$ cat config.mk
export PLATFORM = sky130hd
export DESIGN_NAME = audio_downmix_linear_resampler_top_flat
export DESIGN_NICKNAME = d
export VERILOG_FILES = /design/src/rtl/adlr_pkg.sv /design/src/rtl/adlr_in_if.sv /design/src/rtl/adlr_out_if.sv /design/src/rtl/adlr_cfg_if.sv /design/src/rtl/audio_downmix_linear_resampler_top.sv /design/src/rtl/adlr_mul.sv /design/src/rtl/adlr_div.sv /design/src/flat_wrapper.sv
export VERILOG_INCLUDE_DIRS = /design/src /design/src/rtl
export SDC_FILE = /design/constraint.sdc
export NUM_CORES = 1
export LEC_CHECK = 0
export BUFFER_PORTS_ARGS = -buffer_cell sky130_fd_sc_hd__buf_2
export CAP_MARGIN = 20
export CORE_ASPECT_RATIO = 0.75
export CORE_MARGIN = 1.5
export CORE_UTILIZATION = 55
export CTS_CLUSTER_DIAMETER = 120
export DETAILED_ROUTE_END_ITERATION = 8
export GPL_TIMING_DRIVEN = 0
export PLACE_DENSITY_LB_ADDON = 0.1
export SLEW_MARGIN = 20
export SYNTH_ARGS = -nofsm -noshare
export SYNTH_HDL_FRONTEND = slang
export SYNTH_SLANG_ARGS = --single-unit
$ cat constraint.sdc
create_clock -name clk -period 11.5 [get_ports clk]
set_clock_uncertainty 0.15 [all_clocks]
set_input_delay 1.15 -clock clk [delete_from_list [all_inputs] [get_ports clk]]
set_output_delay 1.15 -clock clk [all_outputs]
set_load 0.01 [all_outputs]
$ cat src/rtl/audio_downmix_linear_resampler_top_defines.svh
// ----------------------------------------------------------------------------
// audio downmix resampler assertion macros
// implication checks that compile away for synthesis
// ----------------------------------------------------------------------------
`ifndef AUDIO_DOWNMIX_LINEAR_RESAMPLER_TOP_DEFINES_SVH
`define AUDIO_DOWNMIX_LINEAR_RESAMPLER_TOP_DEFINES_SVH

`ifndef SYNTHESIS
// same-cycle implication
`define ADLR_ASSERT_IMPL(lbl, clk, rst_n, ante, cons) \
	lbl: assert property (@(posedge clk) disable iff (!rst_n) (ante) |-> (cons)) \
		else $error("adlr assertion failed");
// next-cycle implication
`define ADLR_ASSERT_NEXT(lbl, clk, rst_n, ante, cons) \
	lbl: assert property (@(posedge clk) disable iff (!rst_n) (ante) |=> (cons)) \
		else $error("adlr assertion failed");
`else
`define ADLR_ASSERT_IMPL(lbl, clk, rst_n, ante, cons)
`define ADLR_ASSERT_NEXT(lbl, clk, rst_n, ante, cons)
`endif

`endif

$ cat src/rtl/adlr_pkg.sv
// ----------------------------------------------------------------------------
// adlr_pkg
// shared widths, codes, word type and sequencer states of the resampler
// ----------------------------------------------------------------------------
`timescale 1ns / 1ps

package adlr_pkg;

	// field widths
	localparam int PCM_W     = 16;
	localparam int CC_W      = 4;
	localparam int RATE_W    = 18;
	localparam int IDX_W     = 32;
	localparam int LIM_W     = IDX_W + RATE_W;
	localparam int ST_W      = 2;
	localparam int CFG_IDX_W = 2;

	// parameter defaults
	localparam int MAX_CHANNELS_DEF = 8;
	localparam int MAX_RUN_DEF      = 16;

	// register reset values
	localparam logic [CC_W-1:0]   CC_RESET   = 4'd1;
	localparam logic [RATE_W-1:0] RATE_RESET = 18'd16000;

	typedef enum logic [CFG_IDX_W-1:0] {
		REG_CHANNEL_COUNT = 2'd0,
		REG_SRC_RATE      = 2'd1,
		REG_DST_RATE      = 2'd2
	} cfg_reg_t;

	typedef enum logic [ST_W-1:0] {
		STATUS_OK      = 2'd0,
		STATUS_EMPTY   = 2'd1,
		STATUS_DROPPED = 2'd2
	} status_t;

	typedef struct packed {
		logic signed [PCM_W-1:0] sample;
		logic                    run_end;
		logic                    stream_end;
		status_t                 status;
	} res_word_t;

	typedef enum logic [3:0] {
		S_IDLE,
		S_MONO,
		S_LIM_MUL,
		S_LIM_DIV,
		S_LOOP,
		S_REM_MUL,
		S_REM_DIV,
		S_D_MUL,
		S_D_DIV,
		S_PUSH,
		S_REL_DONE,
		S_EOS,
		S_FINAL
	} state_t;

endpackage

$ cat src/rtl/adlr_in_if.sv
// ----------------------------------------------------------------------------
// adlr_in_if
// input sample channel: one interleaved pcm sample per word
// ----------------------------------------------------------------------------
`timescale 1ns / 1ps

interface adlr_in_if import adlr_pkg::*; ();
	logic                    valid;
	logic                    ready;
	logic signed [PCM_W-1:0] pcm_sample;
	logic                    end_of_stream;

	modport source (output valid, output pcm_sample, output end_of_stream, input ready);
	modport sink (input valid, input pcm_sample, input end_of_stream, output ready);
endinterface

$ cat src/rtl/adlr_out_if.sv
// ----------------------------------------------------------------------------
// adlr_out_if
// result channel: one resampled mono word with flags and status
// ----------------------------------------------------------------------------
`timescale 1ns / 1ps

interface adlr_out_if import adlr_pkg::*; ();
	logic                    valid;
	logic                    ready;
	logic signed [PCM_W-1:0] out_sample;
	logic                    run_end;
	logic                    stream_end;
	logic [ST_W-1:0]         status;

	modport source (output valid, output out_sample, output run_end, output stream_end,
		output status, input ready);
	modport sink (input valid, input out_sample, input run_end, input stream_end,
		input status, output ready);
endinterface

$ cat src/rtl/adlr_cfg_if.sv
// ----------------------------------------------------------------------------
// adlr_cfg_if
// configuration write channel: register index and write data
// ----------------------------------------------------------------------------
`timescale 1ns / 1ps

interface adlr_cfg_if import adlr_pkg::*; ();
	logic                 valid;
	logic                 ready;
	logic [CFG_IDX_W-1:0] index;
	logic [RATE_W-1:0]    data;

	modport source (output valid, output index, output data, input ready);
	modport sink (input valid, input index, input data, output ready);
endinterface

$ cat src/rtl/audio_downmix_linear_resampler_top.sv
// a sample that does not close a frame is accumulated; a closing sample runs the
// mono divide, then the release limit (one serial multiply and one serial divide), then
// per result two serial multiplies and two serial divides.
// one sample is in flight at a time; the serial multiplier and divider set the rate.
// reset clears the stream state and loads channel_count 1 and both rates 16000.
// ----------------------------------------------------------------------------
// audio_downmix_linear_resampler_top
// frame downmix to mono and linear interpolation resampling, bit-serial datapath
// ----------------------------------------------------------------------------
`timescale 1ns / 1ps
`include "audio_downmix_linear_resampler_top_defines.svh"

module audio_downmix_linear_resampler_top import adlr_pkg::*; #(
	parameter int MAX_CHANNELS = MAX_CHANNELS_DEF,
	parameter int MAX_RUN      = MAX_RUN_DEF
) (
	input logic         clk,
	input logic         arst_n,
	adlr_in_if.sink     pcm,
	adlr_out_if.source  res,
	adlr_cfg_if.sink    cfg
);

	localparam int SUM_W = PCM_W + 1 + $clog2(MAX_CHANNELS);
	localparam int POS_W = $clog2(MAX_CHANNELS + 1);
	localparam int RUN_W = $clog2(MAX_RUN + 1);

	state_t state_q, state_d;

	logic [CC_W-1:0]          cc_q;
	logic [RATE_W-1:0]        src_q;
	logic [RATE_W-1:0]        dst_q;
	logic signed [SUM_W-1:0]  sum_q;
	logic [POS_W-1:0]         pos_q;
	logic signed [PCM_W-1:0]  prev_q;
	logic                     have_prev_q;
	logic [IDX_W-1:0]         mono_idx_q;
	logic [IDX_W-1:0]         idx_q;
	logic [RUN_W-1:0]         run_q;
	logic                     eos_q;
	logic                     phase_q;
	logic                     neg_q;
	logic signed [PCM_W-1:0]  s0_q;
	logic signed [PCM_W-1:0]  s1_q;
	logic [LIM_W-1:0]         lim_q;
	res_word_t                new_q;
	res_word_t                held_q;
	logic                     held_vld_q;
	res_word_t                out_q;
	logic                     out_vld_q;

	logic                     mul_start, mul_done;
	logic [IDX_W-1:0]         mul_a;
	logic [RATE_W-1:0]        mul_b;
	logic [LIM_W-1:0]         mul_prod;
	logic                     div_start, div_done;
	logic [LIM_W-1:0]         div_num;
	logic [RATE_W-1:0]        div_den;
	logic [LIM_W-1:0]         div_quo;
	logic [RATE_W-1:0]        div_rem;

	logic [POS_W-1:0]         ch;
	logic                     rates_ok;
	logic signed [SUM_W-1:0]  sum_nxt;
	logic [SUM_W-1:0]         sum_mag;
	logic [POS_W-1:0]         pos_nxt;
	logic                     frame_done;
	logic                     accept;
	logic                     out_free;
	logic                     idx_lt;
	logic                     run_full;
	logic [PCM_W:0]           diff;
	logic [PCM_W:0]           diff_mag;
	logic [PCM_W-1:0]         q_lo;
	logic [PCM_W-1:0]         mono_val;
	logic [PCM_W-1:0]         interp;
	logic                     out_load;
	res_word_t                out_word;

	// shared serial arithmetic units
	adlr_mul #(.A_W(IDX_W), .B_W(RATE_W)) u_mul (
		.clk(clk), .arst_n(arst_n), .start(mul_start), .a(mul_a), .b(mul_b),
		.done(mul_done), .prod(mul_prod)
	);

	adlr_div #(.N_W(LIM_W), .D_W(RATE_W)) u_div (
		.clk(clk), .arst_n(arst_n), .start(div_start), .num(div_num), .den(div_den),
		.done(div_done), .quo(div_quo), .rem(div_rem)
	);

	// effective channel count
	always_comb begin
		if ({1'b0, cc_q} >= (CC_W + 1)'(MAX_CHANNELS)) begin
			ch = POS_W'(MAX_CHANNELS);
		end else begin
			ch = POS_W'(cc_q);
		end
	end

	// frame accumulation and interpolation terms
	assign rates_ok   = (src_q != '0) && (dst_q != '0);
	assign sum_nxt    = sum_q + SUM_W'(pcm.pcm_sample);
	assign sum_mag    = sum_nxt[SUM_W-1] ? SUM_W'(-sum_nxt) : SUM_W'(sum_nxt);
	assign pos_nxt    = pos_q + 1'b1;
	assign frame_done = (ch != '0) && (pos_nxt >= ch);
	assign accept     = pcm.valid && (state_q == S_IDLE);
	assign out_free   = !out_vld_q || res.ready;
	assign idx_lt     = {{RATE_W{1'b0}}, idx_q} < lim_q;
	assign run_full   = run_q >= RUN_W'(MAX_RUN);
	assign diff       = {s1_q[PCM_W-1], s1_q} - {s0_q[PCM_W-1], s0_q};
	assign diff_mag   = diff[PCM_W] ? -diff : diff;
	assign q_lo       = div_quo[PCM_W-1:0];
	assign mono_val   = neg_q ? -q_lo : q_lo;
	assign interp     = s0_q + (diff[PCM_W] ? -q_lo : q_lo);

	// output register load
	always_comb begin
		out_word = held_q;
		out_load = 1'b0;
		if (held_vld_q && out_free && (state_q == S_PUSH || state_q == S_FINAL)) begin
			out_load = 1'b1;
		end
		if (state_q == S_FINAL) begin
			out_word.run_end    = 1'b1;
			out_word.stream_end = eos_q;
		end
	end

	// state register
	always_ff @(posedge clk or negedge arst_n) begin
		if (!arst_n) begin
			state_q <= S_IDLE;
		end else begin
			state_q <= state_d;
		end
	end

	// next state and unit strobes
	always_comb begin
		state_d   = state_q;
		mul_start = 1'b0;
		mul_a     = mono_idx_q;
		mul_b     = dst_q;
		div_start = 1'b0;
		div_num   = mul_prod;
		div_den   = dst_q;
		case (state_q)
			S_IDLE: begin
				if (pcm.valid) begin
					if (frame_done) begin
						div_start = 1'b1;
						div_num   = LIM_W'(sum_mag);
						div_den   = RATE_W'(ch);
						state_d   = S_MONO;
					end else begin
						state_d = S_EOS;
					end
				end
			end
			S_MONO: begin
				if (div_done) begin
					if (have_prev_q && rates_ok) begin
						mul_start = 1'b1;
						state_d   = S_LIM_MUL;
					end else begin
						state_d = S_REL_DONE;
					end
				end
			end
			S_LIM_MUL: begin
				if (mul_done) begin
					div_start = 1'b1;
					div_den   = src_q;
					state_d   = S_LIM_DIV;
				end
			end
			S_LIM_DIV: begin
				if (div_done) begin
					state_d = S_LOOP;
				end
			end
			S_LOOP: begin
				if (idx_lt && !run_full) begin
					mul_start = 1'b1;
					mul_a     = idx_q;
					mul_b     = src_q;
					state_d   = S_REM_MUL;
				end else begin
					state_d = S_REL_DONE;
				end
			end
			S_REM_MUL: begin
				if (mul_done) begin
					div_start = 1'b1;
					state_d   = S_REM_DIV;
				end
			end
			S_REM_DIV: begin
				if (div_done) begin
					mul_start = 1'b1;
					mul_a     = IDX_W'(diff_mag);
					mul_b     = div_rem;
					state_d   = S_D_MUL;
				end
			end
			S_D_MUL: begin
				if (mul_done) begin
					div_start = 1'b1;
					state_d   = S_D_DIV;
				end
			end
			S_D_DIV: begin
				if (div_done) begin
					state_d = S_PUSH;
				end
			end
			S_PUSH: begin
				if (!held_vld_q || out_free) begin
					state_d = S_LOOP;
				end
			end
			S_REL_DONE: begin
				state_d = phase_q ? S_FINAL : S_EOS;
			end
			S_EOS: begin
				if (!eos_q || !have_prev_q || !rates_ok) begin
					state_d = S_FINAL;
				end else begin
					mul_start = 1'b1;
					state_d   = S_LIM_MUL;
				end
			end
			S_FINAL: begin
				if (!held_vld_q || out_free) begin
					state_d = S_IDLE;
				end
			end
			default: begin
				state_d = S_IDLE;
			end
		endcase
	end

	// configuration registers and stream state
	always_ff @(posedge clk or negedge arst_n) begin
		if (!arst_n) begin
			cc_q        <= CC_RESET;
			src_q       <= RATE_RESET;
			dst_q       <= RATE_RESET;
			sum_q       <= '0;
			pos_q       <= '0;
			prev_q      <= '0;
			have_prev_q <= 1'b0;
			mono_idx_q  <= '0;
			idx_q       <= '0;
			run_q       <= '0;
			eos_q       <= 1'b0;
			phase_q     <= 1'b0;
			held_vld_q  <= 1'b0;
			out_vld_q   <= 1'b0;
		end else begin
			// register writes
			if (cfg.valid) begin
				case (cfg_reg_t'(cfg.index))
					REG_CHANNEL_COUNT: cc_q  <= cfg.data[CC_W-1:0];
					REG_SRC_RATE:      src_q <= cfg.data;
					REG_DST_RATE:      dst_q <= cfg.data;
					default: ;
				endcase
			end

			// result word handoff
			if (out_load) begin
				out_vld_q <= 1'b1;
			end else if (res.ready) begin
				out_vld_q <= 1'b0;
			end

			case (state_q)
				S_IDLE: begin
					if (accept) begin
						eos_q   <= pcm.end_of_stream;
						phase_q <= 1'b0;
						run_q   <= '0;
						if (ch != '0) begin
							if (frame_done) begin
								sum_q <= '0;
								pos_q <= '0;
							end else begin
								sum_q <= sum_nxt;
								pos_q <= pos_nxt;
							end
						end
					end
				end
				S_LOOP: begin
					// cap reached: skip the rest of this run
					if (idx_lt && run_full) begin
						idx_q <= lim_q[IDX_W-1:0];
					end
				end
				S_PUSH: begin
					if (!held_vld_q || out_free) begin
						held_vld_q <= 1'b1;
						run_q      <= run_q + 1'b1;
						idx_q      <= idx_q + 1'b1;
					end
				end
				S_REL_DONE: begin
					if (!phase_q) begin
						prev_q      <= s1_q;
						have_prev_q <= 1'b1;
						mono_idx_q  <= mono_idx_q + 1'b1;
					end
				end
				S_EOS: begin
					if (eos_q) begin
						phase_q <= 1'b1;
						if (!have_prev_q || !rates_ok) begin
							held_vld_q <= 1'b1;
						end
					end
				end
				S_FINAL: begin
					if (!held_vld_q || out_free) begin
						held_vld_q <= 1'b0;
						if (eos_q) begin
							sum_q       <= '0;
							pos_q       <= '0;
							prev_q      <= '0;
							have_prev_q <= 1'b0;
							mono_idx_q  <= '0;
							idx_q       <= '0;
						end
					end
				end
				default: ;
			endcase
		end
	end

	// datapath payload registers
	always_ff @(posedge clk) begin
		if (accept && frame_done) begin
			neg_q <= sum_nxt[SUM_W-1];
		end
		if (state_q == S_MONO && div_done) begin
			s0_q <= prev_q;
			s1_q <= mono_val;
		end
		if (state_q == S_EOS) begin
			s0_q <= prev_q;
			s1_q <= prev_q;
		end
		if (state_q == S_LIM_DIV && div_done) begin
			lim_q <= div_quo + LIM_W'(div_rem != '0);
		end
		if (state_q == S_D_DIV && div_done) begin
			new_q.sample     <= interp;
			new_q.run_end    <= 1'b0;
			new_q.stream_end <= 1'b0;
			new_q.status     <= STATUS_OK;
		end
		// held word: newest result, or the empty-stream word; marked dropped at the run cap
		if (state_q == S_PUSH && (!held_vld_q || out_free)) begin
			held_q <= new_q;
		end
		if (state_q == S_EOS && eos_q && (!have_prev_q || !rates_ok)) begin
			held_q.sample     <= '0;
			held_q.run_end    <= 1'b0;
			held_q.stream_end <= 1'b0;
			held_q.status     <= STATUS_EMPTY;
		end
		if (state_q == S_LOOP && idx_lt && run_full && held_vld_q) begin
			held_q.status <= STATUS_DROPPED;
		end
		if (out_load) begin
			out_q <= out_word;
		end
	end

	// port drive
	assign pcm.ready      = (state_q == S_IDLE);
	assign cfg.ready      = 1'b1;
	assign res.valid      = out_vld_q;
	assign res.out_sample = out_q.sample;
	assign res.run_end    = out_q.run_end;
	assign res.stream_end = out_q.stream_end;
	assign res.status     = out_q.status;

	// checks
	`ADLR_ASSERT_IMPL(a_run_cap, clk, arst_n, 1'b1, run_q <= RUN_W'(MAX_RUN))
	`ADLR_ASSERT_IMPL(a_end_flags, clk, arst_n, res.valid && res.stream_end, res.run_end)
	`ADLR_ASSERT_IMPL(a_empty_word, clk, arst_n, res.valid && res.status == STATUS_EMPTY, res.stream_end && res.out_sample == '0)
	`ADLR_ASSERT_NEXT(a_final_idle, clk, arst_n, state_q == S_FINAL && out_load, state_q == S_IDLE && !held_vld_q)

endmodule

$ cat src/rtl/adlr_mul.sv
// ----------------------------------------------------------------------------
// adlr_mul
// bit-serial shift-add multiplier, one multiplier bit per cycle
// ----------------------------------------------------------------------------
`timescale 1ns / 1ps

module adlr_mul import adlr_pkg::*; #(
	parameter int A_W = IDX_W,
	parameter int B_W = RATE_W
) (
	input  logic               clk,
	input  logic               arst_n,
	input  logic               start,
	input  logic [A_W-1:0]     a,
	input  logic [B_W-1:0]     b,
	output logic               done,
	output logic [A_W+B_W-1:0] prod
);

	localparam int CNT_W = $clog2(B_W);

	logic [A_W-1:0]   hi_q;
	logic [B_W-1:0]   lo_q;
	logic [A_W-1:0]   a_q;
	logic [CNT_W-1:0] cnt_q;
	logic             busy_q;
	logic             done_q;
	logic [A_W:0]     acc;

	// partial sum for the current multiplier bit
	assign acc = {1'b0, hi_q} + (lo_q[0] ? {1'b0, a_q} : '0);

	// control
	always_ff @(posedge clk or negedge arst_n) begin
		if (!arst_n) begin
			busy_q <= 1'b0;
			done_q <= 1'b0;
			cnt_q  <= '0;
		end else begin
			done_q <= 1'b0;
			if (start) begin
				busy_q <= 1'b1;
				cnt_q  <= CNT_W'(B_W - 1);
			end else if (busy_q) begin
				if (cnt_q == '0) begin
					busy_q <= 1'b0;
					done_q <= 1'b1;
				end else begin
					cnt_q <= cnt_q - 1'b1;
				end
			end
		end
	end

	// product shift register
	always_ff @(posedge clk) begin
		if (start) begin
			hi_q <= '0;
			lo_q <= b;
			a_q  <= a;
		end else if (busy_q) begin
			hi_q <= acc[A_W:1];
			lo_q <= {acc[0], lo_q[B_W-1:1]};
		end
	end

	assign done = done_q;
	assign prod = {hi_q, lo_q};

endmodule

$ cat src/rtl/adlr_div.sv
// ----------------------------------------------------------------------------
// adlr_div
// restoring divider, one quotient bit per cycle
// ----------------------------------------------------------------------------
`timescale 1ns / 1ps

module adlr_div import adlr_pkg::*; #(
	parameter int N_W = LIM_W,
	parameter int D_W = RATE_W
) (
	input  logic           clk,
	input  logic           arst_n,
	input  logic           start,
	input  logic [N_W-1:0] num,
	input  logic [D_W-1:0] den,
	output logic           done,
	output logic [N_W-1:0] quo,
	output logic [D_W-1:0] rem
);

	localparam int CNT_W = $clog2(N_W);

	logic [N_W-1:0]   num_q;
	logic [D_W-1:0]   rem_q;
	logic [D_W-1:0]   den_q;
	logic [CNT_W-1:0] cnt_q;
	logic             busy_q;
	logic             done_q;
	logic [D_W:0]     trial;
	logic [D_W:0]     diff;
	logic             ge;

	// trial subtract of the next dividend bit
	assign trial = {rem_q, num_q[N_W-1]};
	assign diff  = trial - {1'b0, den_q};
	assign ge    = trial >= {1'b0, den_q};

	// control
	always_ff @(posedge clk or negedge arst_n) begin
		if (!arst_n) begin
			busy_q <= 1'b0;
			done_q <= 1'b0;
			cnt_q  <= '0;
		end else begin
			done_q <= 1'b0;
			if (start) begin
				busy_q <= 1'b1;
				cnt_q  <= CNT_W'(N_W - 1);
			end else if (busy_q) begin
				if (cnt_q == '0) begin
					busy_q <= 1'b0;
					done_q <= 1'b1;
				end else begin
					cnt_q <= cnt_q - 1'b1;
				end
			end
		end
	end

	// dividend shifts out, quotient shifts in
	always_ff @(posedge clk) begin
		if (start) begin
			num_q <= num;
			rem_q <= '0;
			den_q <= den;
		end else if (busy_q) begin
			rem_q <= ge ? diff[D_W-1:0] : trial[D_W-1:0];
			num_q <= {num_q[N_W-2:0], ge};
		end
	end

	assign done = done_q;
	assign quo  = num_q;
	assign rem  = rem_q;

endmodule
$ cat src/flat_wrapper.sv
// flat-port wrapper written by rule: the top's interface ports become plain ports
module audio_downmix_linear_resampler_top_flat import adlr_pkg::*;
#(
	parameter int MAX_CHANNELS = MAX_CHANNELS_DEF,
	parameter int MAX_RUN      = MAX_RUN_DEF
)
  (clk, arst_n, pcm_valid, pcm_pcm_sample, pcm_end_of_stream, pcm_ready, res_valid, res_out_sample, res_run_end, res_stream_end, res_status, res_ready, cfg_valid, cfg_index, cfg_data, cfg_ready);
  adlr_in_if pcm_i ();
  adlr_out_if res_i ();
  adlr_cfg_if cfg_i ();
  input logic clk;
  input logic arst_n;
  input wire logic [$bits(pcm_i.valid)-1:0] pcm_valid;
  input wire logic [$bits(pcm_i.pcm_sample)-1:0] pcm_pcm_sample;
  input wire logic [$bits(pcm_i.end_of_stream)-1:0] pcm_end_of_stream;
  output wire logic [$bits(pcm_i.ready)-1:0] pcm_ready;
  output wire logic [$bits(res_i.valid)-1:0] res_valid;
  output wire logic [$bits(res_i.out_sample)-1:0] res_out_sample;
  output wire logic [$bits(res_i.run_end)-1:0] res_run_end;
  output wire logic [$bits(res_i.stream_end)-1:0] res_stream_end;
  output wire logic [$bits(res_i.status)-1:0] res_status;
  input wire logic [$bits(res_i.ready)-1:0] res_ready;
  input wire logic [$bits(cfg_i.valid)-1:0] cfg_valid;
  input wire logic [$bits(cfg_i.index)-1:0] cfg_index;
  input wire logic [$bits(cfg_i.data)-1:0] cfg_data;
  output wire logic [$bits(cfg_i.ready)-1:0] cfg_ready;
  assign pcm_i.valid = pcm_valid;
  assign pcm_i.pcm_sample = pcm_pcm_sample;
  assign pcm_i.end_of_stream = pcm_end_of_stream;
  assign pcm_ready = pcm_i.ready;
  assign res_valid = res_i.valid;
  assign res_out_sample = res_i.out_sample;
  assign res_run_end = res_i.run_end;
  assign res_stream_end = res_i.stream_end;
  assign res_status = res_i.status;
  assign res_i.ready = res_ready;
  assign cfg_i.valid = cfg_valid;
  assign cfg_i.index = cfg_index;
  assign cfg_i.data = cfg_data;
  assign cfg_ready = cfg_i.ready;
  audio_downmix_linear_resampler_top #(.MAX_CHANNELS(MAX_CHANNELS), .MAX_RUN(MAX_RUN)) u_core (.clk(clk), .arst_n(arst_n), .pcm(pcm_i), .res(res_i), .cfg(cfg_i));
endmodule
==> After elaboration in Yosys (flattened, before gate mapping) <==
Index checks and enable logic that the tools add are counted.
{ "op_classes": {"n_addsub": 15, "order_cmp": 5, "eq_ne": 33, "muxes": 115, "reduce_logical": 63} }
{ "ops": {"columns": ["cell", "count"], "rows": [
  ["2-to-1 mux 32 bit", 8],
  ["2-to-1 mux 50 bit", 5],
  ["2-to-1 mux 16 bit", 9],
  ["2-to-1 mux 18 bit", 8],
  ["case mux 32 bit (2 select lines)", 2],
  ["2-to-1 mux 20 bit", 6],
  ["case mux 32 bit (3 select lines)", 1],
  ["2-to-1 mux 4 bit", 20],
  ["case mux 18 bit (2 select lines)", 2],
  ["adder 32 x 1 -> 32 bit (second input constant)", 2],
  ["nonzero test 18 bit", 3],
  ["case mux 4 bit (13 select lines)", 1],
  ["adder 50 x 1 -> 50 bit", 1],
  ["< comparator 32 x 50 -> 1 bit", 1],
  ["case mux 20 bit (2 select lines)", 1],
  ["adder 32 x 33 -> 33 bit", 1],
  ["2-to-1 mux 1 bit", 32],
  ["case mux 16 bit (2 select lines)", 1],
  ["2-to-1 mux 5 bit", 5],
  ["adder 20 x 16 -> 20 bit", 1],
  ["equality test 4 bit (second input constant)", 5],
  ["!= test 2 bit (second input constant)", 10],
  ["negation 20 bit", 1],
  ["greater-or-equal comparator 19 x 18 -> 1 bit", 1],
  ["other kinds (43)", 104]
]} }
{ "word_totals": {"ff_bits": 478, "input_bits": 42, "output_inout_bits": 23, "word_cells": 269} }

==> Logic depth before layout (Yosys ltp) <==
Gate-level depths: netlist (run 1).
{ "logic_depth": {"word_depth": 9, "depth_mapped": 25} }

==> Modules after synthesis <==
A second synthesis (run 1) with hierarchy kept.
{ "hier_totals": {"hier_cells": 3108, "hier_area_um2": 29565.9} }
{ "modules_own_cells": {"columns": ["module", "instances", "cells_per_inst", "area_per_inst_um2", "seq_area_each_um2"], "rows": [
  ["audio_downmix_linear_resampler_top", 1, 2159, 19344.8, 7903.8],
  ["adlr_mul", 1, 525, 5198.7, 2317.2],
  ["adlr_div", 1, 424, 5022.3, 2602.5]
]} }

==> Worst setup path after synthesis (run 1) <==
OpenSTA, ideal clock, no wires.
{ "synth_timing": {"kind": "flip-flop to flip-flop", "from": "register u_core.s1_q[0]", "to": "register u_core.new_q[18] (netlist name), data pin", "arrival_ns": 4.602, "required_time_ns": 11.092, "path_slack_ns": 6.491, "path_stages_with_launch": 25, "synth_period_minus_slack_ns": 5.009, "cell_sequence": "edfxtp_1 -> inv_1 -> ha_1 -> inv_1 -> fa_1 -> a21o_1 -> a21oi_1 -> o211ai_1 -> a31oi_1 -> o21ai_0 -> a31oi_1 -> clkbuf_1 -> a21o_1 -> inv_1 -> fa_1 -> nor2b_1 -> o21ai_0 -> a21boi_0 -> o21ai_0 -> a21boi_0 -> o2111ai_1 -> a31oi_1 -> a21o_1 -> a21oi_1 -> xnor2_1"} }
{ "synth_between": {"elab_chain_len": 3} }
{ "synth_lines": {"columns": ["element", "line_no", "source"], "rows": [
  ["start, declared", "audio_downmix_linear_resampler_top.sv:44", "logic signed [PCM_W-1:0] s1_q;"],
  ["start signal, assigned", "audio_downmix_linear_resampler_top.sv:349", "s1_q <= mono_val;"],
  ["start signal, assigned", "audio_downmix_linear_resampler_top.sv:353", "s1_q <= prev_q;"],
  ["subtractor 16 x 16 -> 17 bit", "audio_downmix_linear_resampler_top.sv:110", "assign diff = {s1_q[PCM_W-1], s1_q} - {s0_q[PCM_W-1], s0_q};"],
  ["2-to-1 mux 16 bit", "audio_downmix_linear_resampler_top.sv:114", "assign interp = s0_q + (diff[PCM_W] ? -q_lo : q_lo);"],
  ["adder 16 bit", "audio_downmix_linear_resampler_top.sv:114", null],
  ["named net u_core.interp[14]", "audio_downmix_linear_resampler_top.sv:76", "logic [PCM_W-1:0] interp;"],
  ["end, declared", "audio_downmix_linear_resampler_top.sv:46", "res_word_t new_q;"]
]} }
The timed path passes the listed nets, and every way through them passes these cells.
A chain may end at the register's enable or synchronous reset.

==> Final worst setup path (run 1) <==
Same ends and word-level chain as after synthesis.

==> results of run 1 <==
==> routing by layer <==
metal / up-vias / wire length (microns) / track usage, %
met4: 2 / 2170 / 8.95
met3: 143 / 8280 / 8.02
met2: 971 / 33800 / 45.2
met5: - / 51 / 0.746
li1: 10800 / - / -
met1: 11200 / 38000 / 46.2
==> final timing paths <==
check                                 startpoint                       end  slack (ps)  cells past startpoint
worst max register to register    u_core.s1_q[0]          u_core.new_q[18]        5220                     24
max in group asynchronous                 arst_n     u_core.mono_idx_q[20]        9810                      2
worst min-delay path            u_core.held_q[9]  u_core.res.out_sample[5]         280                      0
worst min register to register  u_core.held_q[9]  u_core.res.out_sample[5]         280                      0
min in group asynchronous                 arst_n           u_core.src_q[5]         390                      1
worst max-delay path              u_core.s1_q[0]          u_core.new_q[18]        5220                     24
==> sequential cells by signal (all words and copies together), names as in the netlist, 20 cells and up <==
register / flops
u_core.mono_idx_q: 32
u_core.u_div.quo: 50
u_core.u_mul.a_q: 32
u_core.lim_q: 50
u_core.idx_q: 32
u_core.u_mul.hi_q: 32
u_core.sum_q: 20
==> critical path: stages, from the launching register on <==
cell	delay (ps)
sky130_fd_sc_hd__edfxtp_1	370
sky130_fd_sc_hd__inv_1	100
sky130_fd_sc_hd__ha_1	190
sky130_fd_sc_hd__inv_1	60
sky130_fd_sc_hd__fa_1	400
sky130_fd_sc_hd__a21o_1	190
sky130_fd_sc_hd__a21oi_1	370
sky130_fd_sc_hd__o211ai_1	210
sky130_fd_sc_hd__a31oi_1	220
sky130_fd_sc_hd__o21ai_0	220
sky130_fd_sc_hd__a31oi_1	460
sky130_fd_sc_hd__clkbuf_1	500
sky130_fd_sc_hd__a21o_1	220
sky130_fd_sc_hd__inv_1	60
sky130_fd_sc_hd__fa_1	440
sky130_fd_sc_hd__nor2b_1	120
sky130_fd_sc_hd__o21ai_0	100
sky130_fd_sc_hd__a21boi_0	250
sky130_fd_sc_hd__o21ai_0	160
sky130_fd_sc_hd__a21boi_0	370
sky130_fd_sc_hd__o2111ai_1	190
sky130_fd_sc_hd__a31oi_1	310
sky130_fd_sc_hd__a21o_1	170
sky130_fd_sc_hd__a21oi_1	70
sky130_fd_sc_hd__xnor2_1	130
==> cells in the final DEF (no fill, tap or decap), types with 68 or more instances in the layout <==
cell and count:
sky130_fd_sc_hd__xor2_1 90, sky130_fd_sc_hd__nand2_1 322, sky130_fd_sc_hd__nor2_1 268, sky130_fd_sc_hd__inv_1 135
sky130_fd_sc_hd__nand3_1 105, sky130_fd_sc_hd__edfxtp_1 237, sky130_fd_sc_hd__clkbuf_1 121, sky130_fd_sc_hd__xnor2_1 135
sky130_fd_sc_hd__dfrtp_1 160, sky130_fd_sc_hd__buf_2 77, sky130_fd_sc_hd__ha_1 149, sky130_fd_sc_hd__dfxtp_1 68
sky130_fd_sc_hd__o21ai_0 185, sky130_fd_sc_hd__a21oi_1 212
==> power breakdown <==
group	internal, W	switching [W]
Clock	0.000993	0.000690
Sequential	0.00182	0.0000373
Combinational	0.0000602	0.0000694
Total	0.00287	0.000797
==> stage by stage <==
step                      util, %  hold slack (ps)
after floorplan                 -              258
after global placement       57.9              268
after detailed placement     58.2              267
after CTS                    61.5              280
after global routing         61.5              294
final                        61.5              280
==> cell families after synthesis <==
group                      count (synthesis)  share of synthesized area, %
and+or+nand+nor                         1004                          17.0
xor gates and xnor gates                 225                          7.05
buffers and inverters                    276                          3.85
muxes                                     78                          2.98
AOI/OAI and AO/OA                        715                          16.1
DFF                                      478                          45.9
other                                      1                        0.0134
adders and majority gates                154                          7.03
==> layout make-up <==
cell class	instances	area, sq um
fill	4167	19300
multi-input combinational	2177	14100
sequential	478	12800
clock buffer	70	1390
tap	657	822
buffer	139	562
inverter	137	514
timing repair buffer	67	395
clock inverter	19	277
antenna	1	2.50
==> load_flow_metrics.sql, run 1 <==
INSERT INTO impl_metrics (metric_group, metric, value, unit) VALUES
('global_route', 'vias_in_the_first_global_route', '21600', ''),
('power', 'p_leak', '12.9', 'nW'),
('global_route', 'grt_util_all_layers', '31.3', '%'),
('floorplanning', 'rows', '71', ''),
('detailed_routing', 'drc_errors', '0', ''),
('detailed_routing', 'wl_per_cell', '22.0', 'microns'),
('placed_design', 'post-place-cells', '3655', ''),
('logic_synthesis', 'area_share_of_the_largest_cell_type_after_synthesis', '25.5', '%'),
('logic_synthesis', 'synth_sequential_area_ratio', '45.9', '%'),
('logic_synthesis', 'post_synth_main_area_contributors', 'sky130_fd_sc_hd__edfxtp_1 (25%), sky130_fd_sc_hd__dfrtp_1 (14%), sky130_fd_sc_hd__ha_1 (6.7%)', ''),
('timing', 'report.final.setup_viol', '0', ''),
('logic_synthesis', 'synthArstFlopShare', '36.2', '%'),
('setup_path', 'worst-endpoint-required', '11690', 'ps'),
('logic_synthesis', 'synth-edff-count', '237', ''),
('detailed_routing', 'route.vias.total', '23100', ''),
('layout', 'fin_cells', '3745', ''),
('power', 'power_density', '119', 'nW/um^2'),
('detailed_routing', 'firstDrtPassIters', '8', ''),
('detailed_routing', 'ant_nets', '0', ''),
('clock_network', 'cts_setup_buffers', '0', ''),
('logic_synthesis', 'synth_top_cell_by_area', 'sky130_fd_sc_hd__edfxtp_1', ''),
('timing', 'setup_repair_after_global_routing_missed_its_margin', 'false', ''),
('floorplanning', 'die_x', '263', 'microns'),
('clock_network', 'clkTransAtPathRegs', '60', 'ps'),
('detailed_routing', 'drt-initial-drc-count', '2384', ''),
('setup_path', 'critPathKind', 'reg -> reg', ''),
('clock_network', 'clock_sink_count', '478', ''),
('timing', 'hold_viol_final', '0', ''),
('floorplanning', 'pin_count', '65', ''),
('logic_synthesis', 'netlist_instances', '2931', ''),
('timing', 'worst_slew_margin_rel', '33.3', '%'),
('timing', 'post-route-period-util', '54.6', '%'),
('layout', 'area_growth', '10.5', '%'),
('clock_network', 'cts_hold_buf', '0', ''),
('clock_network', 'clock_tree_from_tritoncts', 'built', ''),
('timing', 'final.setup.tns', '0', 'ps'),
('clock_network', 'clk-insertion-delay-late', '590', 'ps'),
('setup_path', 'endpoint_kind', 'register', ''),
('floorplanning', 'core_region_area', '50200', 'sq um'),
('logic_synthesis', 'yosys_register_bits', '478', ''),
('run_status', 'status', 'completed', ''),
('global_route', 'grt_start_max_net_pins', '88', ''),
('global_route', 'antenna_violations_before_repair', '2', ''),
('logic_synthesis', 'synth.top_cells.by_count', 'sky130_fd_sc_hd__nand2_1 (322), sky130_fd_sc_hd__nor2_1 (268), sky130_fd_sc_hd__edfxtp_1 (237), sky130_fd_sc_hd__a21oi_1 (213), sky130_fd_sc_hd__o21ai_0 (185)', ''),
('timing', 'timing_worst_slew_pin_value', '1000', 'ps'),
('logic_synthesis', 'netlist_area', '27900', 'sq um'),
('logic_synthesis', 'synth_cell_type_count', '92', ''),
('layout', 'postLayoutCellArea', '30900', 'sq um'),
('global_route', 'grt-ovfl-total', '0', ''),
('logic_synthesis', 'syn_nets', '3127', ''),
('floorplanning', 'initial_cell_density_of_the_core', '55.7', '%'),
('detailed_routing', 'drt-total-wl', '82.3', 'mm'),
('flow_run', 'max_cap_viol_count', '0', ''),
('placed_design', 'place_ws', '5340', 'ps'),
('detailed_routing', 'avgViaCountPerCell', '6.17', ''),
('clock_network', 'cts_root_buffer', 'sky130_fd_sc_hd__clkbuf_16', ''),
('setup_path', 'critPathLaunchType', 'register', ''),
('min_path', 'holdCritPathClass', 'reg -> reg', ''),
('placed_design', 'gp_congestion', '0.944', ''),
('floorplanning', 'die-height', '198', 'microns'),
('clock_network', 'clk_path_buf_depth', '3', ''),
('power', 'fin_total_pwr', '0.00367', 'W'),
('floorplanning', 'fp.dieArea', '52200', 'sq um'),
('global_route', 'grt_first_pass_wirelength', '126', 'mm'),
('clock_network', 'cts-htree-levels', '2', ''),
('setup_path', 'worst_path_arrival_time', '6470', 'ps'),
('clock_network', 'post_cts_resize_count', '0', ''),
('logic_synthesis', 'yosys_warnings', '0', ''),
('timing', 'max_clock_freq', '159', 'MHz'),
('logic_synthesis', 'synthesis.area_per_instance', '9.53', 'sq um'),
('power', 'power.ir.vdd_worst', '0.104', 'mV');
Note: power is estimated with default switching activity, not from simulation.
==> run 2, diff against run 1 <==
--- a/config.mk
+++ b/config.mk
@@ -6,6 +6,7 @@
 export SDC_FILE = /design/constraint.sdc
 export NUM_CORES = 1
 export LEC_CHECK = 0
+export ABC_AREA = 1
 export BUFFER_PORTS_ARGS = -buffer_cell sky130_fd_sc_hd__buf_2
 export CAP_MARGIN = 20
 export CORE_ASPECT_RATIO = 0.75
==> constraint.sdc (replaced) <==
create_clock -name clk -period 5.3 [get_ports clk]
set_clock_uncertainty 0.15 [all_clocks]
set_input_delay 0.53 -clock clk [delete_from_list [all_inputs] [get_ports clk]]
set_output_delay 0.53 -clock clk [all_outputs]
set_load 0.01 [all_outputs]
==> run 2 against run 1 <==
First-iteration DRC count increased by 64%. Synthesized cell count increased by 34%. Total power rose to 5.4 times the previous value. Die area rose by 7.9%. Final cell count increased by 28%. Flip-flop and latch count unchanged. Synthesized area is 8.0% higher. Critical path type unchanged. Critical endpoint is now u_core.new_q[19]. Largest cell class unchanged. Largest power group is now combinational cells.
==> load_flow_metrics.sql, run 2 <==
INSERT INTO impl_metrics (metric_group, metric, value, unit) VALUES
('power', 'power_density', '598', 'nW/um^2'),
('detailed_routing', 'firstDrtPassIters', '6', ''),
('placed_design', 'placement.cell_area', '31500', 'sq um'),
('logic_synthesis', 'synth_top_cell_by_area', 'sky130_fd_sc_hd__edfxtp_1', ''),
('setup_path', 'critPathKind', 'reg -> reg', ''),
('floorplanning', 'rows', '74', ''),
('logic_synthesis', 'netlist_area', '30200', 'sq um'),
('setup_path', 'cell_with_the_largest_stage_delay_on_the_worst_path', 'sky130_fd_sc_hd__fa_1', ''),
('flow_run', 'max_cap_viol_count', '0', ''),
('setup_path', 'critPathMaxStageDelay', '420', 'ps'),
('setup_path', 'worst-path-max-fanout', '10', ''),
('timing', 'hold_viol_final', '0', ''),
('power', 'power.ir.vdd_worst', '0.355', 'mV'),
('detailed_routing', 'route.vias.total', '28400', ''),
('power', 'fin_total_pwr', '0.0200', 'W'),
('placed_design', 'io_buffers', '63', ''),
('clock_network', 'cts_root_buffer', 'sky130_fd_sc_hd__clkbuf_16', ''),
('run_status', 'status', 'completed', ''),
('detailed_routing', 'drc_errors', '0', ''),
('clock_network', 'clk_path_buf_depth', '3', ''),
('layout', 'layout.cells.most_common', 'sky130_fd_sc_hd__nand2_1', ''),
('placed_design', 'detailedPlacementHpwl', '76.8', 'mm'),
('min_path', 'hold_depth', '3', ''),
('layout', 'layout_common_cells', 'sky130_fd_sc_hd__nand2_1 (900), sky130_fd_sc_hd__inv_1 (525), sky130_fd_sc_hd__o21ai_0 (383)', ''),
('timing', 'post-route-period-util', '92.7', '%'),
('logic_synthesis', 'yosys_register_bits', '478', ''),
('setup_path', 'worst_path_arrival_time', '5110', 'ps'),
('setup_path', 'reg2regPathDepth', '27', ''),
('logic_synthesis', 'yosys_warnings', '0', ''),
('floorplanning', 'die-height', '206', 'microns'),
('layout', 'antenna_cells', '0', ''),
('global_route', 'grt_first_pass_wirelength', '150', 'mm'),
('setup_path', 'worst-endpoint-required', '5500', 'ps'),
('timing', 'final.setup.tns', '0', 'ps'),
('global_route', 'grt-ovfl-total', '0', ''),
('logic_synthesis', 'netlist_instances', '3913', ''),
('logic_synthesis', 'synth_sequential_area_ratio', '42.5', '%'),
('layout', 'multi_input_area', '14800', 'sq um'),
('layout', 'fin_cells', '4806', ''),
('layout', 'postLayoutCellArea', '33400', 'sq um'),
('timing', 'setup_repair_after_global_routing_missed_its_margin', 'false', ''),
('clock_network', 'cts-htree-levels', '2', ''),
('layout', 'final-seq-area', '12800', 'sq um'),
('logic_synthesis', 'synth_cell_type_count', '60', ''),
('logic_synthesis', 'synthesis.area_per_instance', '7.71', 'sq um'),
('timing', 'timing_worst_slew_pin_value', '1080', 'ps'),
('logic_synthesis', 'area_share_of_the_largest_cell_type_after_synthesis', '23.6', '%'),
('layout', 'area_growth', '10.6', '%'),
('floorplanning', 'pin_count', '65', ''),
('detailed_routing', 'drt-total-wl', '98.5', 'mm'),
('timing', 'worst_slew_margin_rel', '27.9', '%'),
('floorplanning', 'core_region_area', '54300', 'sq um'),
('placed_design', 'gp_congestion', '1.03', ''),
('min_path', 'hold_start', 'cfg_data[9]', ''),
('placed_design', 'post-place-cells', '4708', ''),
('detailed_routing', 'wl_per_cell', '20.5', 'microns'),
('timing', 'report.final.slew_viol_count', '0', ''),
('logic_synthesis', 'synth.top_cells.by_count', 'sky130_fd_sc_hd__nand2_1 (901), sky130_fd_sc_hd__inv_1 (526), sky130_fd_sc_hd__o21ai_0 (383), sky130_fd_sc_hd__nor2_1 (298), sky130_fd_sc_hd__nand3_1 (251)', ''),
('setup_path', 'critical_path.most_common_cell', 'sky130_fd_sc_hd__nand2_1', ''),
('min_path', 'min_delay_worst_endpoint', 'u_core.src_q[9]', ''),
('clock_network', 'clk-insertion-delay-late', '620', 'ps'),
('layout', 'nNetsFinal', '4238', ''),
('global_route', 'antenna_violations_before_repair', '1', ''),
('global_route', 'vias_in_the_first_global_route', '25400', ''),
('timing', 'report.final.setup_viol', '0', ''),
('clock_network', 'clock_tree_from_tritoncts', 'built', ''),
('detailed_routing', 'drt-initial-drc-count', '3899', ''),
('detailed_routing', 'ant_nets', '0', ''),
('logic_synthesis', 'synthArstFlopShare', '36.2', '%'),
('setup_path', 'r2r_slack', '390', 'ps'),
('global_route', 'grt_start_max_net_pins', '93', ''),
('logic_synthesis', 'synth-edff-count', '237', ''),
('logic_synthesis', 'syn_nets', '4109', ''),
('logic_synthesis', 'synth-main-ff-cell', 'sky130_fd_sc_hd__edfxtp_1', ''),
('power', 'p_leak', '14.9', 'nW'),
('layout', 'post-route-util', '61.4', '%'),
('min_path', 'holdCritPathClass', 'in -> reg', ''),
('floorplanning', 'die_x', '273', 'microns'),
('setup_path', 'critPathLaunchType', 'register', ''),
('floorplanning', 'initial_cell_density_of_the_core', '55.5', '%'),
('timing', 'timing.final.crit_period', '4910', 'ps'),
('logic_synthesis', 'post_synth_main_area_contributors', 'sky130_fd_sc_hd__edfxtp_1 (24%), sky130_fd_sc_hd__dfrtp_1 (13%), sky130_fd_sc_hd__nand2_1 (11%)', ''),
('floorplanning', 'fp.dieArea', '56300', 'sq um'),
('timing', 'max_clock_freq', '204', 'MHz'),
('layout', 'post_route_cells_drive_above_1_share', '6.44', '%'),
('setup_path', 'endpoint_kind', 'register', ''),
('clock_network', 'clkTransAtPathRegs', '70', 'ps'),
('layout', 'nFillCells', '4976', ''),
('global_route', 'grt_util_all_layers', '34.9', '%'),
('clock_network', 'clock_sink_count', '478', ''),
('setup_path', 'crit-reg2reg-capture', 'u_core.new_q[19]', ''),
('detailed_routing', 'avgViaCountPerCell', '5.92', ''),
('logic_synthesis', 'post-synth-top-count-cell', 'sky130_fd_sc_hd__nand2_1', ''),
('setup_path', 'worst_r2r_startpoint', 'u_core.s0_q[0]', ''),
('clock_network', 'tritoncts.num_buffers', '50', '');
[run 2: cell count changes after synthesis, moves of 41 or more]
cell	previous run	this run
sky130_fd_sc_hd__o21ai_0	185	383
sky130_fd_sc_hd__mux2_2	41	0
sky130_fd_sc_hd__and3_1	48	3
sky130_fd_sc_hd__nand2_1	322	901
sky130_fd_sc_hd__nand3_1	105	251
sky130_fd_sc_hd__a22o_1	43	1
sky130_fd_sc_hd__o211ai_1	12	53
sky130_fd_sc_hd__inv_1	135	526
sky130_fd_sc_hd__xnor2_1	135	14
[run 2: metal layers]
layer  up-vias  share of wire (%)  global-route usage [%]
li1      13400                  -                       -
met1     13300                 47                    55.1
met2      1555                 39                    47.9
met3       159                 12                    7.26
met4         2                2.3                    8.66
met5         -              0.011                       0
[run 2: area by class of cell]
type | count | share of cell area (%)
multi-input cells | 2767 | 44.3
plain buffers | 122 | 1.58
repair buffers | 78 | 1.47
clock inverters | 15 | 0.487
inverters | 545 | 6.14
well taps | 722 | 2.71
clock buffers | 79 | 4.89
flip-flops and latches | 478 | 38.4
[run 2: how the worst max path moves through the flow]
stage | startpoint | end
2_1_floorplan | u_core.state_q[2] | u_core.lim_q[0]
3_3_place_gp | u_core.state_q[2] | u_core.lim_q[31]
3_5_place_dp | u_core.s1_q[0] | u_core.new_q[19]
4_1_cts | u_core.s1_q[0] | u_core.new_q[19]
5_1_grt | u_core.s1_q[0] | u_core.new_q[19]
6_report | u_core.s0_q[0] | u_core.new_q[19]
[run 2: power breakdown]
part           switching, W  internal [W]
logic               0.00649       0.00304
registers           0.00108       0.00553
clock network       0.00158       0.00226
total               0.00914        0.0108
[run 2: through the flow]
stage	hold slack (ps)	setup slack, ps
floorplan	84.4	494
global placement	266	-1280
detailed placement	264	-13.8
finish	16.2	388
CTS	2.73	187
global route	23.1	30.4
[run 2: logic make-up after synthesis]
group | share of synthesized area, %
XOR/XNOR | 3.40
AO/OA/AOI/OAI | 15.6
adder cells (fa/ha/maj) | 6.51
multiplexers | 0.0332
buffers and inverters | 8.52
other | 0.0124
flip-flops | 42.5
AND/OR/NAND/NOR | 23.5
[run 2: critical path, delay by kind of cell, from the launching register on]
kind	cells	cell delay, ps
flops	1	410
buf+inv	4	690
simple gates	14	1420
xor+xnor	1	120
compound gates	5	910
fa+ha+maj	3	900
[run 2: what timing repair did]
action / in CTS / in global routing
gates resized for setup: 1 / 6
setup endpoints to repair: 1 / 4
buffers inserted: 0 / 2
endpoints found under the hold margin: 83 / 0
hold buffers: 3 / 0
